==> src/mko_pkg.sv <==
// shared types and fixed-point constants for the mecanum kinematics and odometry block
// no dependencies
package mko_pkg;

    typedef logic signed [15:0] t_q16;     // Q3.12 velocity and wheel speed
    typedef logic signed [31:0] t_pose;    // Q15.16 position
    typedef logic signed [34:0] t_opa;     // multiplier a operand, cordic x/y
    typedef logic signed [30:0] t_opb;     // multiplier b operand
    typedef logic signed [65:0] t_prod;    // full product
    typedef logic signed [25:0] t_ang;     // cordic residual angle, 2^-24 turn

    localparam logic [15:0] GEOM_RESET   = 16'd8192;
    localparam t_opb        SQRT2_Q16    = 31'sd92682;
    localparam t_opb        GAIN_Q24     = 31'sd10188014;
    localparam t_opb        RAD2BAM_Q16  = 31'sd683565276;
    localparam int          CORDIC_STEPS = 18;

    localparam logic ACT_CMD  = 1'b0;
    localparam logic ACT_TICK = 1'b1;

    // arctan(2^-i) in 2^-24 turn
    function automatic t_ang atan_lut(input logic [4:0] idx);
        t_ang v;
        case (idx)
            5'd0:    v = 26'sd2097152;
            5'd1:    v = 26'sd1238021;
            5'd2:    v = 26'sd654136;
            5'd3:    v = 26'sd332050;
            5'd4:    v = 26'sd166669;
            5'd5:    v = 26'sd83416;
            5'd6:    v = 26'sd41718;
            5'd7:    v = 26'sd20860;
            5'd8:    v = 26'sd10430;
            5'd9:    v = 26'sd5215;
            5'd10:   v = 26'sd2608;
            5'd11:   v = 26'sd1304;
            5'd12:   v = 26'sd652;
            5'd13:   v = 26'sd326;
            5'd14:   v = 26'sd163;
            5'd15:   v = 26'sd81;
            5'd16:   v = 26'sd41;
            5'd17:   v = 26'sd20;
            default: v = 26'sd0;
        endcase
        return v;
    endfunction

endpackage

==> src/mecanum_kinematics_odometry.sv <==
// A velocity command runs CROT, CSAVE, then WMUL and WSAT for each wheel; a tick with
// nonzero delta_time runs TMX, TMY, TPRE, THD, THD2, the cordic rotation in CORD, GX,
// GY and GY2; a tick with zero delta_time goes straight to DONE. One transaction at a time:
// the next input is taken the cycle after the result loads; a stalled held result delays
// the load by the stall. One shared 35x31 multiplier and one shared cordic add/shift stage.
// Reset (synchronous, active low): geometry_sum 8192, commands, pose and heading zero.
module mecanum_kinematics_odometry (
    input  logic                i_clk,
    input  logic                i_rst_n,
    input  logic                i_cfg_wr_en,
    input  logic [15:0]         i_cfg_wr_data,
    input  logic                i_valid,
    output logic                o_stall,
    input  logic                i_action,
    input  mko_pkg::t_q16       i_vel_x,
    input  mko_pkg::t_q16       i_vel_y,
    input  mko_pkg::t_q16       i_yaw_rate,
    input  logic [15:0]         i_delta_time,
    output logic                o_valid,
    input  logic                i_stall,
    output logic                o_kind,
    output mko_pkg::t_q16       o_left_front,
    output mko_pkg::t_q16       o_left_back,
    output mko_pkg::t_q16       o_right_front,
    output mko_pkg::t_q16       o_right_back,
    output mko_pkg::t_pose      o_pose_x,
    output mko_pkg::t_pose      o_pose_y,
    output logic [15:0]         o_heading
);
    import mko_pkg::*;

    localparam logic [3:0] S_IDLE  = 4'd0;
    localparam logic [3:0] S_CROT  = 4'd1;
    localparam logic [3:0] S_CSAVE = 4'd2;
    localparam logic [3:0] S_WMUL  = 4'd3;
    localparam logic [3:0] S_WSAT  = 4'd4;
    localparam logic [3:0] S_TMX   = 4'd5;
    localparam logic [3:0] S_TMY   = 4'd6;
    localparam logic [3:0] S_TPRE  = 4'd7;
    localparam logic [3:0] S_THD   = 4'd8;
    localparam logic [3:0] S_THD2  = 4'd9;
    localparam logic [3:0] S_CORD  = 4'd10;
    localparam logic [3:0] S_GX    = 4'd11;
    localparam logic [3:0] S_GY    = 4'd12;
    localparam logic [3:0] S_GY2   = 4'd13;
    localparam logic [3:0] S_DONE  = 4'd14;

    logic [3:0]  r_state, n_state;
    logic [4:0]  r_cnt;
    logic [15:0] r_geom;
    t_q16        r_cmd_vx, r_cmd_vy, r_cmd_wz;
    t_pose       r_pos_x, r_pos_y;
    logic [15:0] r_angle;
    logic [15:0] r_dt;
    logic [15:0] r_dth;
    logic        r_kind;
    t_opa        r_x, r_y;
    t_ang        r_z;
    t_prod       r_prod;
    t_q16        r_wheel [4];

    logic        r_out_valid;
    logic        r_out_kind;
    t_q16        r_out_lf, r_out_lb, r_out_rf, r_out_rb;
    t_pose       r_out_px, r_out_py;
    logic [15:0] r_out_hd;

    logic        in_acc, out_acc, out_load;
    t_opa        mul_a;
    t_opb        mul_b;
    t_prod       product;
    t_prod       rnd_k, rnd_sum;
    logic [1:0]  widx;
    logic signed [16:0] lin17;
    logic signed [33:0] wsum;
    logic signed [33:0] wrnd;
    t_q16        wsat;
    t_opa        y_ld;
    t_opa        pre_x, pre_y;
    logic signed [15:0] ang_s, pre_t;
    t_opa        xs, ys;
    t_ang        atan_v;

    assign o_stall  = (r_state != S_IDLE);
    assign in_acc   = i_valid && !o_stall;
    assign out_acc  = r_out_valid && !i_stall;
    assign out_load = (r_state == S_DONE) && (!r_out_valid || !i_stall);

    // wheel sums: lf (vx-vy)-rot, lb (vx+vy)-rot, rf (vx+vy)+rot, rb (vx-vy)+rot
    assign widx  = r_cnt[1:0];
    always_comb begin
        if (widx[0] ^ widx[1]) begin
            lin17 = 17'(r_cmd_vx) + 17'(r_cmd_vy);
        end else begin
            lin17 = 17'(r_cmd_vx) - 17'(r_cmd_vy);
        end
        if (widx[1]) begin
            wsum = {lin17[16], lin17, 16'b0} + 34'(r_x);
        end else begin
            wsum = {lin17[16], lin17, 16'b0} - 34'(r_x);
        end
    end

    // shared multiplier operand select
    always_comb begin
        case (r_state)
            S_CROT: begin
                mul_a = 35'(r_cmd_wz);
                mul_b = 31'({15'b0, r_geom});
            end
            S_WMUL: begin
                mul_a = 35'(wsum);
                mul_b = SQRT2_Q16;
            end
            S_TMX: begin
                mul_a = 35'(r_cmd_vx);
                mul_b = 31'({15'b0, r_dt});
            end
            S_TMY: begin
                mul_a = 35'(r_cmd_vy);
                mul_b = 31'({15'b0, r_dt});
            end
            S_TPRE: begin
                mul_a = 35'(r_cmd_wz);
                mul_b = 31'({15'b0, r_dt});
            end
            S_THD: begin
                mul_a = 35'(signed'(r_prod[31:0]));
                mul_b = RAD2BAM_Q16;
            end
            S_GX: begin
                mul_a = r_x;
                mul_b = GAIN_Q24;
            end
            S_GY: begin
                mul_a = r_y;
                mul_b = GAIN_Q24;
            end
            default: begin
                mul_a = '0;
                mul_b = '0;
            end
        endcase
    end

    assign product = mul_a * mul_b;

    // round-to-nearest offset for the following right shift
    always_comb begin
        case (r_state)
            S_WSAT:  rnd_k = 66'sh8000_0000;
            S_GY:    rnd_k = 66'sh8_0000_0000;
            S_GY2:   rnd_k = 66'sh8_0000_0000;
            S_THD2:  rnd_k = 66'sh800_0000_0000;
            default: rnd_k = '0;
        endcase
    end

    assign rnd_sum = r_prod + rnd_k;
    assign wrnd    = rnd_sum[65:32];

    always_comb begin
        if (wrnd > 34'sd32767) begin
            wsat = 16'sh7fff;
        end else if (wrnd < -34'sd32768) begin
            wsat = 16'sh8000;
        end else begin
            wsat = wrnd[15:0];
        end
    end

    // quarter-turn pre-rotation so the cordic only sees +-90 degrees
    assign ang_s = signed'(r_angle);
    assign y_ld  = 35'(signed'(r_prod[31:0]));
    always_comb begin
        if (ang_s > 16'sd16384) begin
            pre_x = -y_ld;
            pre_y = r_x;
            pre_t = ang_s - 16'sd16384;
        end else if (ang_s < -16'sd16384) begin
            pre_x = y_ld;
            pre_y = -r_x;
            pre_t = ang_s + 16'sd16384;
        end else begin
            pre_x = r_x;
            pre_y = y_ld;
            pre_t = ang_s;
        end
    end

    assign xs     = r_x >>> r_cnt;
    assign ys     = r_y >>> r_cnt;
    assign atan_v = atan_lut(r_cnt);

    always_comb begin
        n_state = r_state;
        case (r_state)
            S_IDLE: begin
                if (in_acc) begin
                    if (i_action == ACT_CMD) begin
                        n_state = S_CROT;
                    end else if (i_delta_time == 16'd0) begin
                        n_state = S_DONE;
                    end else begin
                        n_state = S_TMX;
                    end
                end
            end
            S_CROT:  n_state = S_CSAVE;
            S_CSAVE: n_state = S_WMUL;
            S_WMUL:  n_state = S_WSAT;
            S_WSAT:  n_state = (widx == 2'd3) ? S_DONE : S_WMUL;
            S_TMX:   n_state = S_TMY;
            S_TMY:   n_state = S_TPRE;
            S_TPRE:  n_state = S_THD;
            S_THD:   n_state = S_THD2;
            S_THD2:  n_state = S_CORD;
            S_CORD:  n_state = (r_cnt == 5'(CORDIC_STEPS - 1)) ? S_GX : S_CORD;
            S_GX:    n_state = S_GY;
            S_GY:    n_state = S_GY2;
            S_GY2:   n_state = S_DONE;
            S_DONE:  n_state = out_load ? S_IDLE : S_DONE;
            default: n_state = S_IDLE;
        endcase
    end

    always_ff @(posedge i_clk) begin
        r_prod <= product;
        if (!i_rst_n) begin
            r_state     <= S_IDLE;
            r_cnt       <= '0;
            r_geom      <= GEOM_RESET;
            r_cmd_vx    <= '0;
            r_cmd_vy    <= '0;
            r_cmd_wz    <= '0;
            r_pos_x     <= '0;
            r_pos_y     <= '0;
            r_angle     <= '0;
            r_out_valid <= 1'b0;
        end else begin
            r_state <= n_state;
            if (i_cfg_wr_en) begin
                r_geom <= i_cfg_wr_data;
            end
            if (out_load) begin
                r_out_valid <= 1'b1;
            end else if (out_acc) begin
                r_out_valid <= 1'b0;
            end
            case (r_state)
                S_IDLE: begin
                    if (in_acc) begin
                        r_kind <= i_action;
                        r_dt   <= i_delta_time;
                        r_cnt  <= '0;
                        if (i_action == ACT_CMD) begin
                            r_cmd_vx <= i_vel_x;
                            r_cmd_vy <= i_vel_y;
                            r_cmd_wz <= i_yaw_rate;
                        end
                    end
                end
                S_CSAVE: begin
                    r_x <= 35'(signed'(r_prod[31:0]));
                end
                S_WSAT: begin
                    r_wheel[widx] <= wsat;
                    r_cnt         <= r_cnt + 5'd1;
                end
                S_TMY: begin
                    r_x <= 35'(signed'(r_prod[31:0]));
                end
                S_TPRE: begin
                    r_x <= pre_x;
                    r_y <= pre_y;
                    r_z <= {{2{pre_t[15]}}, pre_t, 8'b0};
                end
                S_THD2: begin
                    r_dth <= rnd_sum[59:44];
                    r_cnt <= '0;
                end
                S_CORD: begin
                    if (!r_z[25]) begin
                        r_x <= r_x - ys;
                        r_y <= r_y + xs;
                        r_z <= r_z - atan_v;
                    end else begin
                        r_x <= r_x + ys;
                        r_y <= r_y - xs;
                        r_z <= r_z + atan_v;
                    end
                    r_cnt <= r_cnt + 5'd1;
                end
                S_GY: begin
                    r_pos_x <= r_pos_x + 32'(signed'(rnd_sum[65:36]));
                end
                S_GY2: begin
                    r_pos_y <= r_pos_y + 32'(signed'(rnd_sum[65:36]));
                    r_angle <= r_angle + r_dth;
                end
                default: begin
                end
            endcase
        end
    end

    // output register, other kind's fields read as zero
    always_ff @(posedge i_clk) begin
        if (out_load) begin
            r_out_kind <= r_kind;
            if (r_kind == ACT_TICK) begin
                r_out_lf <= '0;
                r_out_lb <= '0;
                r_out_rf <= '0;
                r_out_rb <= '0;
                r_out_px <= r_pos_x;
                r_out_py <= r_pos_y;
                r_out_hd <= r_angle;
            end else begin
                r_out_lf <= r_wheel[0];
                r_out_lb <= r_wheel[1];
                r_out_rf <= r_wheel[2];
                r_out_rb <= r_wheel[3];
                r_out_px <= '0;
                r_out_py <= '0;
                r_out_hd <= '0;
            end
        end
    end

    assign o_valid       = r_out_valid;
    assign o_kind        = r_out_kind;
    assign o_left_front  = r_out_lf;
    assign o_left_back   = r_out_lb;
    assign o_right_front = r_out_rf;
    assign o_right_back  = r_out_rb;
    assign o_pose_x      = r_out_px;
    assign o_pose_y      = r_out_py;
    assign o_heading     = r_out_hd;

endmodule
==> config.mk <==
export PLATFORM = sky130hd
export DESIGN_NAME = mecanum_kinematics_odometry
export DESIGN_NICKNAME = d
export VERILOG_FILES = /design/src/mko_pkg.sv /design/src/mecanum_kinematics_odometry.sv
export SDC_FILE = /design/constraint.sdc
export NUM_CORES = 2
export LEC_CHECK = 0
export ABC_AREA = 1
export BUFFER_PORTS_ARGS = -buffer_cell sky130_fd_sc_hd__buf_2
export CORE_UTILIZATION = 40
export CTS_CLUSTER_SIZE = 24
export DETAILED_ROUTE_END_ITERATION = 10
export PLACE_DENSITY = 0.63
export SYNTH_ARGS = -nofsm -noshare
export SYNTH_HDL_FRONTEND = slang
export SYNTH_SLANG_ARGS = --single-unit
==> constraint.sdc <==
create_clock -name i_clk -period 11.3 [get_ports i_clk]
set_clock_uncertainty 0.15 [all_clocks]
set_input_delay 1.13 -clock i_clk [delete_from_list [all_inputs] [get_ports i_clk]]
set_output_delay 1.13 -clock i_clk [all_outputs]
set_load 0.01 [all_outputs]
# Yosys cells after proc, flatten, opt, wreduce, memory -nomap -nowiden
# Memories as Yosys holds them, arrays and structs flattened. A register that Yosys moved wholly into a read port is not among the register bits.
# Cells that the tools add are included.
word_totals:
  ram_bits: 64
  romBits: 704
  in_bits: 86
  ff_bits: 430
  word_cells: 130
  output_inout_bits: 147
  memories: 2
op_classes:
  order_cmp: 4
  multipliers: 1
  shifts: 2
  n_eq_ne: 18
  n_mux: 35
  reduce_logical: 26
  n_bitwise: 2
  n_addsub: 19
mem_list:
  columns: ["memory", "words", "width", "read_ports", "rd_ports_with_merged_regs", "write_ports", "line", "rtl"]
  rows:
  - ["(name not given)", 32, 22, 1, 1, 0, "mko_pkg.sv:24", "case (idx)"]
  - ["r_wheel", 4, 16, 4, 4, 1, "mecanum_kinematics_odometry.sv:60", "t_q16 r_wheel [4];"]
ops:
  columns: ["operator", "n"]
  rows:
  - ["$pmux W35 S7", 1]
  - ["$mux W35", 6]
  - ["$pmux W30 S5", 1]
  - ["$pmux W44 S3", 1]
  - ["$pmux W35 S3", 1]
  - ["$add A35 B35 Y35", 2]
  - ["$pmux W35 S2", 1]
  - ["$sshr A35 B5 Y35", 2]
  - ["$sub A35 B35 Y35", 2]
  - ["$add A66 B45 Y66", 1]
  - ["$mul A35 B31 Y66", 1]
  - ["$add A32 B30 Y32", 2]
  - ["$mux W16", 4]
  - ["$pmux W4 S15", 1]
  - ["$pmux W26 S2", 1]
  - ["$neg A32 Y35", 1]
  - ["$neg A35 Y35", 1]
  - ["$add A34 B34 Y34", 1]
  - ["$gt A34 B16 Y1 const B", 1]
  - ["$lt A34 B16 Y1 const B", 1]
  - ["$mux W34", 1]
  - ["$sub A34 B34 Y34", 1]
  - ["$eq A4 B4 Y1 const B", 7]
  - ["$add A26 B26 Y26", 1]
  - ["other kinds (36)", 65]

# Longest topological paths before layout
depth:
  word_depth: 7
  depth_mapped: 69
  ltp_nobuf: 65

# Worst setup path after synthesis
# No wires, ideal clock.
synth_path:
  path_kind: "reg-to-reg"
  from: "reg r_cnt[1]"
  to: "reg r_prod[63]"
  setup_slack_ns: -0.633
  required_ns: 11.078
  t_arrival_ns: 11.711
  path_stages_with_launch: 60
  setup_ns: 0.072
  period_less_slack_ns: 11.933
  n_path_buf: 7
  path_cell_list: "dfxtp_1 > buf_2 > clkinv_2 > buf_2 > buf_2 > buf_2 > buf_1 > ha_1 > inv_1 > clkbuf_1 > o21ai_0 > xor2_1 > ha_1 > nand2_1 > nor3_1 > nand2_1 > nand2_1 > nand2_1 > [24 not listed] > fa_1 > inv_1 > fa_1 > inv_1 > fa_1 > inv_1 > fa_1 > inv_1 > fa_1 > fa_1 > ha_1 > nand2_1 > nor2_1 > inv_1 > nor2_1 > nand3_1 > o221ai_1 > xor2_1"
synth_via:
  elab_chain_cells: 6
  elab_cells_between_ends: 7
  classes_between: "2 x add/sub; 1 x mul; 3 x mux; 1 x bitwise"
synth_rtl:
  columns: ["item", "line", "rtl"]
  rows:
  - ["start: declaration", "mecanum_kinematics_odometry.sv:49", "logic [4:0] r_cnt;"]
  - ["start signal: assignment", "mecanum_kinematics_odometry.sv:268", "r_cnt <= r_cnt + 5'd1;"]
  - ["start signal: assignment", "mecanum_kinematics_odometry.sv:292", "r_cnt <= r_cnt + 5'd1;"]
  - ["$xor A1 B1 Y1", "mecanum_kinematics_odometry.sv:92", "if (widx[0] ^ widx[1]) begin"]
  - ["$mux W17", "mecanum_kinematics_odometry.sv:92", null]
  - ["$sub A34 B34 Y34 or $add A34 B34 Y34 (tied branches)", "mecanum_kinematics_odometry.sv:100, mecanum_kinematics_odometry.sv:98", null]
  - ["$mux W34 (*)", "mecanum_kinematics_odometry.sv:97", "if (widx[1]) begin"]
  - ["$pmux W35 S7 (*)", "mecanum_kinematics_odometry.sv:106", "case (r_state)"]
  - ["$mul A35 B31 Y66 (*)", "mecanum_kinematics_odometry.sv:146", "assign product = mul_a * mul_b;"]
  - ["named net product[63]", "mecanum_kinematics_odometry.sv:71", "t_prod product;"]
  - ["end signal: assignment", "mecanum_kinematics_odometry.sv:228", "r_prod <= product;"]
  - ["end: declaration", "mecanum_kinematics_odometry.sv:59", "t_prod r_prod;"]
# Mark *: on every way through the listed nets, which the timed path passes. The rest lies on a longest branch.
# A chain may end at the register's enable or synchronous reset.

# Worst setup path in the final report
layout_path:
  from: "reg r_cnt[1]"
  to: "reg r_prod[52]"
# The elaborated chain is that of the path after synthesis.

==> out/metrics.yaml <==
slew_viol_final: 0
cts.sinks: 580
core-area_um2: 184000
die_x_um: 433
drc: 0
slew_headroom_pct: 17.2
r2r_slack_ps: 210
min_period_ps: 11090
drt-total-wl_mm: 310
crit_slowest_cell: "fa_1"
final_common_cell: "inv_1"
avgSynthCellArea_um2: 7.66
num_vias: 70300
finalCritPeriodShare_pct: 98.2
setup_tns_ps: 0
insertion_delay_ps: 700
ys_async_sr_fraction_pct: 0
r2r_start: "r_cnt[1]$_SDFFE_PN0N_"
power.leakage_nw: 42.6
end_kind: "register"
tightest_slew_ps: 1230
synthCells: 9682
ant_nets: 0
setup_viol: 0
cts-root-buf: "clkbuf_16"
hold_ws_ps: 321
path_clk_slew_ps: 60
antenna_found_initial: 11
finalHoldViolCount: 0
ys_warn_count: 0
cts_max_level: 3
synth_seq_area_share_pct: 20.2
slowest_delay_ps: 540
critical_path_class: "register to register"
layout-drive-gt1-share_pct: 14.8
worstHoldStart: "r_geom[8]$_SDFFE_PN0P_"
holdPathStages: 2
cts_tree: "built"
final_cell_mix: "1907 x inv_1, 1857 x nand2_1, 878 x fa_1, 841 x nor2_1, 666 x buf_4"
port_buffers: 232
synth_flop_cell: "edfxtp_1"
start_util_pct: 40.4
worstReg2RegEnd: "r_prod[52]$_DFF_P_"
crit_arrival_ps: 11560
boundaryPins: 233
grt_util_all_layers_pct: 32.8
drt-initial-drc-count: 7321
post_drt_wl_per_cell_um: 24.0
syn-num-nets: 11200
cp_common_cell: "fa_1"
status: "finished, final reports clean"
synthToLayoutAreaGrowth_pct: 17.4
rows: 157
min_path_type: "register to register"
holdPathEnd: "r_geom[8]$_SDFFE_PN0P_"
ys_seq_elements: 580
required_ps: 11760
synth_cell_types: 74
via_per_inst: 5.44
firstDrtPassIters: 7
max_freq_mhz: 90.1
critPathMaxFanout: 5
die_h_um: 433
start_kind: "register"
gp_congestion: 1.07
pre_cts_ws_ps: -603
max_cap_violations: 0
rsz0062_at_grt: "yes"
gr-total-overflow: 0
grt_max_degree: 146
r2r_cells: 56
grt_pass1_vias: 69400
clk_path_buf_depth: 3
hpwl_mm: 253
finalWorstSetupSlack_ps: 206
power_density_nw_per_um2: 194
grt_pass1_wl_mm: 452
fin_nets: 11900
synthesis.area_um2: 74200
synth_edf_count: 338
die_area_um2: 187000
cts_made_buffers: 71
peakVddDrop_uv: 182
cell usage after synthesis, drive strengths merged, types with 33 or more instances:
| cell | n | share of area, % |
|---|---|---|
| inv | 1964 | 9.9 |
| nand2 | 1918 | 9.7 |
| nor2 | 921 | 4.9 |
| fa | 907 | 24 |
| nand3 | 606 | 4.1 |
| o21ai | 542 | 3.7 |
| a21oi | 516 | 3.5 |
| ha | 477 | 8.0 |
| edfxtp | 338 | 14 |
| dfxtp | 242 | 6.5 |
| xor2 | 238 | 2.8 |
| clkbuf | 184 | 0.93 |
| buf | 118 | 0.84 |
| nor3 | 108 | 0.75 |
| xnor2 | 91 | 1.1 |
| o211ai | 68 | 0.69 |
| nand4 | 67 | 0.56 |
| a31oi | 62 | 0.54 |
| a221oi | 36 | 0.45 |
| nor4 | 33 | 0.30 |
worst max-delay path by stage:
stage / start / end / slack [ps] / depth (start not counted)
detailed placement: r_cnt[1]$_SDFFE_PN0N_ / r_prod[61]$_DFF_P_ / -600 / 51
floorplan: r_cnt[1]$_SDFFE_PN0N_ / r_prod[60]$_DFF_P_ / 50 / 62
CTS: r_cnt[1]$_SDFFE_PN0N_ / r_prod[35]$_DFF_P_ / -40 / 53
global placement: r_cnt[1]$_SDFFE_PN0N_ / r_prod[61]$_DFF_P_ / -450 / 51
global route: r_cmd_vy[1]$_SDFFE_PN0P_ / r_prod[60]$_DFF_P_ / -170 / 59
finish: r_cnt[1]$_SDFFE_PN0N_ / r_prod[52]$_DFF_P_ / 210 / 56
registers in the layout (all words and copies together) (netlist names), 22 cells and up:
name      flops
r_pos_y      32
r_prod       66
r_x          35
atan_v       22
r_pos_x      32
o_pose_y     32
r_wheel      64
o_pose_x     32
r_z          26
r_y          35
worst max-delay path, delay by kind of cell, from the launching register on:
family / cells / cell delay (ps)
XOR/XNOR: 4 / 760
buffers and inverters: 19 / 2070
adder cells (fa/ha/maj): 12 / 5000
flip-flops: 1 / 350
AO/OA/AOI/OAI: 7 / 1210
AND/OR/NAND/NOR: 14 / 1460
stage by stage:
step / total power (W) / util [%] / cell area [um2] / cells
2_1_floorplan: 0.00903 / - / 74300 / 9682
5_1_grt: 0.0180 / 47.4 / 87100 / 12900
3_3_place_gp: 0.0134 / 45.0 / 82600 / 12800
6_report: 0.0169 / 47.4 / 87100 / 12900
4_1_cts: 0.0158 / 46.4 / 85100 / 12900
3_5_place_dp: 0.0134 / 45.0 / 82600 / 12800
report_power, final:
part / internal, W / switching (W)
Combinational: 0.00448 / 0.00739
Sequential: 0.00249 / 0.000246
Clock: 0.00130 / 0.00102
Total: 0.00826 / 0.00866
cell families (layout without fill, tap and decap cells):
| group | count (synthesis) | in the layout | share of synthesized area, % |
|---|---|---|---|
| flip-flops | 580 | 580 | 20.2 |
| XOR/XNOR | 329 | 329 | 3.92 |
| AND/OR/NAND/NOR | 3700 | 3700 | 20.8 |
| AO/OA/AOI/OAI | 1409 | 1409 | 10.8 |
| adder cells (fa/ha/maj) | 1384 | 1384 | 32.5 |
| buffers and inverters | 2280 | 3053 | 11.8 |
| other | 0 | 10 | 0 |
metal layers:
layer	GRT usage, %	wire length, um	vias up
met2	51.0	136000	3354
met4	21.7	25500	10
met3	6.59	27200	827
li1	-	-	32000
met1	41.3	121000	34200
met5	0	60	-
repair_timing:
action,4_1_cts,5_1_grt
pin swaps,21,212
gates cloned,0,0
setup buffers,4,28
setup endpoints to repair,31,35
hold buffers,0,0
resized for setup,43,429
area by class of cell:
cell class	instances	area, um2
antenna	10	25.0
clock buffer	95	1970
inverter	1978	7450
clock inverter	37	365
fill	18100	96500
sequential	580	15000
multi-input combinational	6822	52400
timing repair buffer	943	6850
tap	2464	3080
No activity file was read; power rests on OpenSTA's default activity.
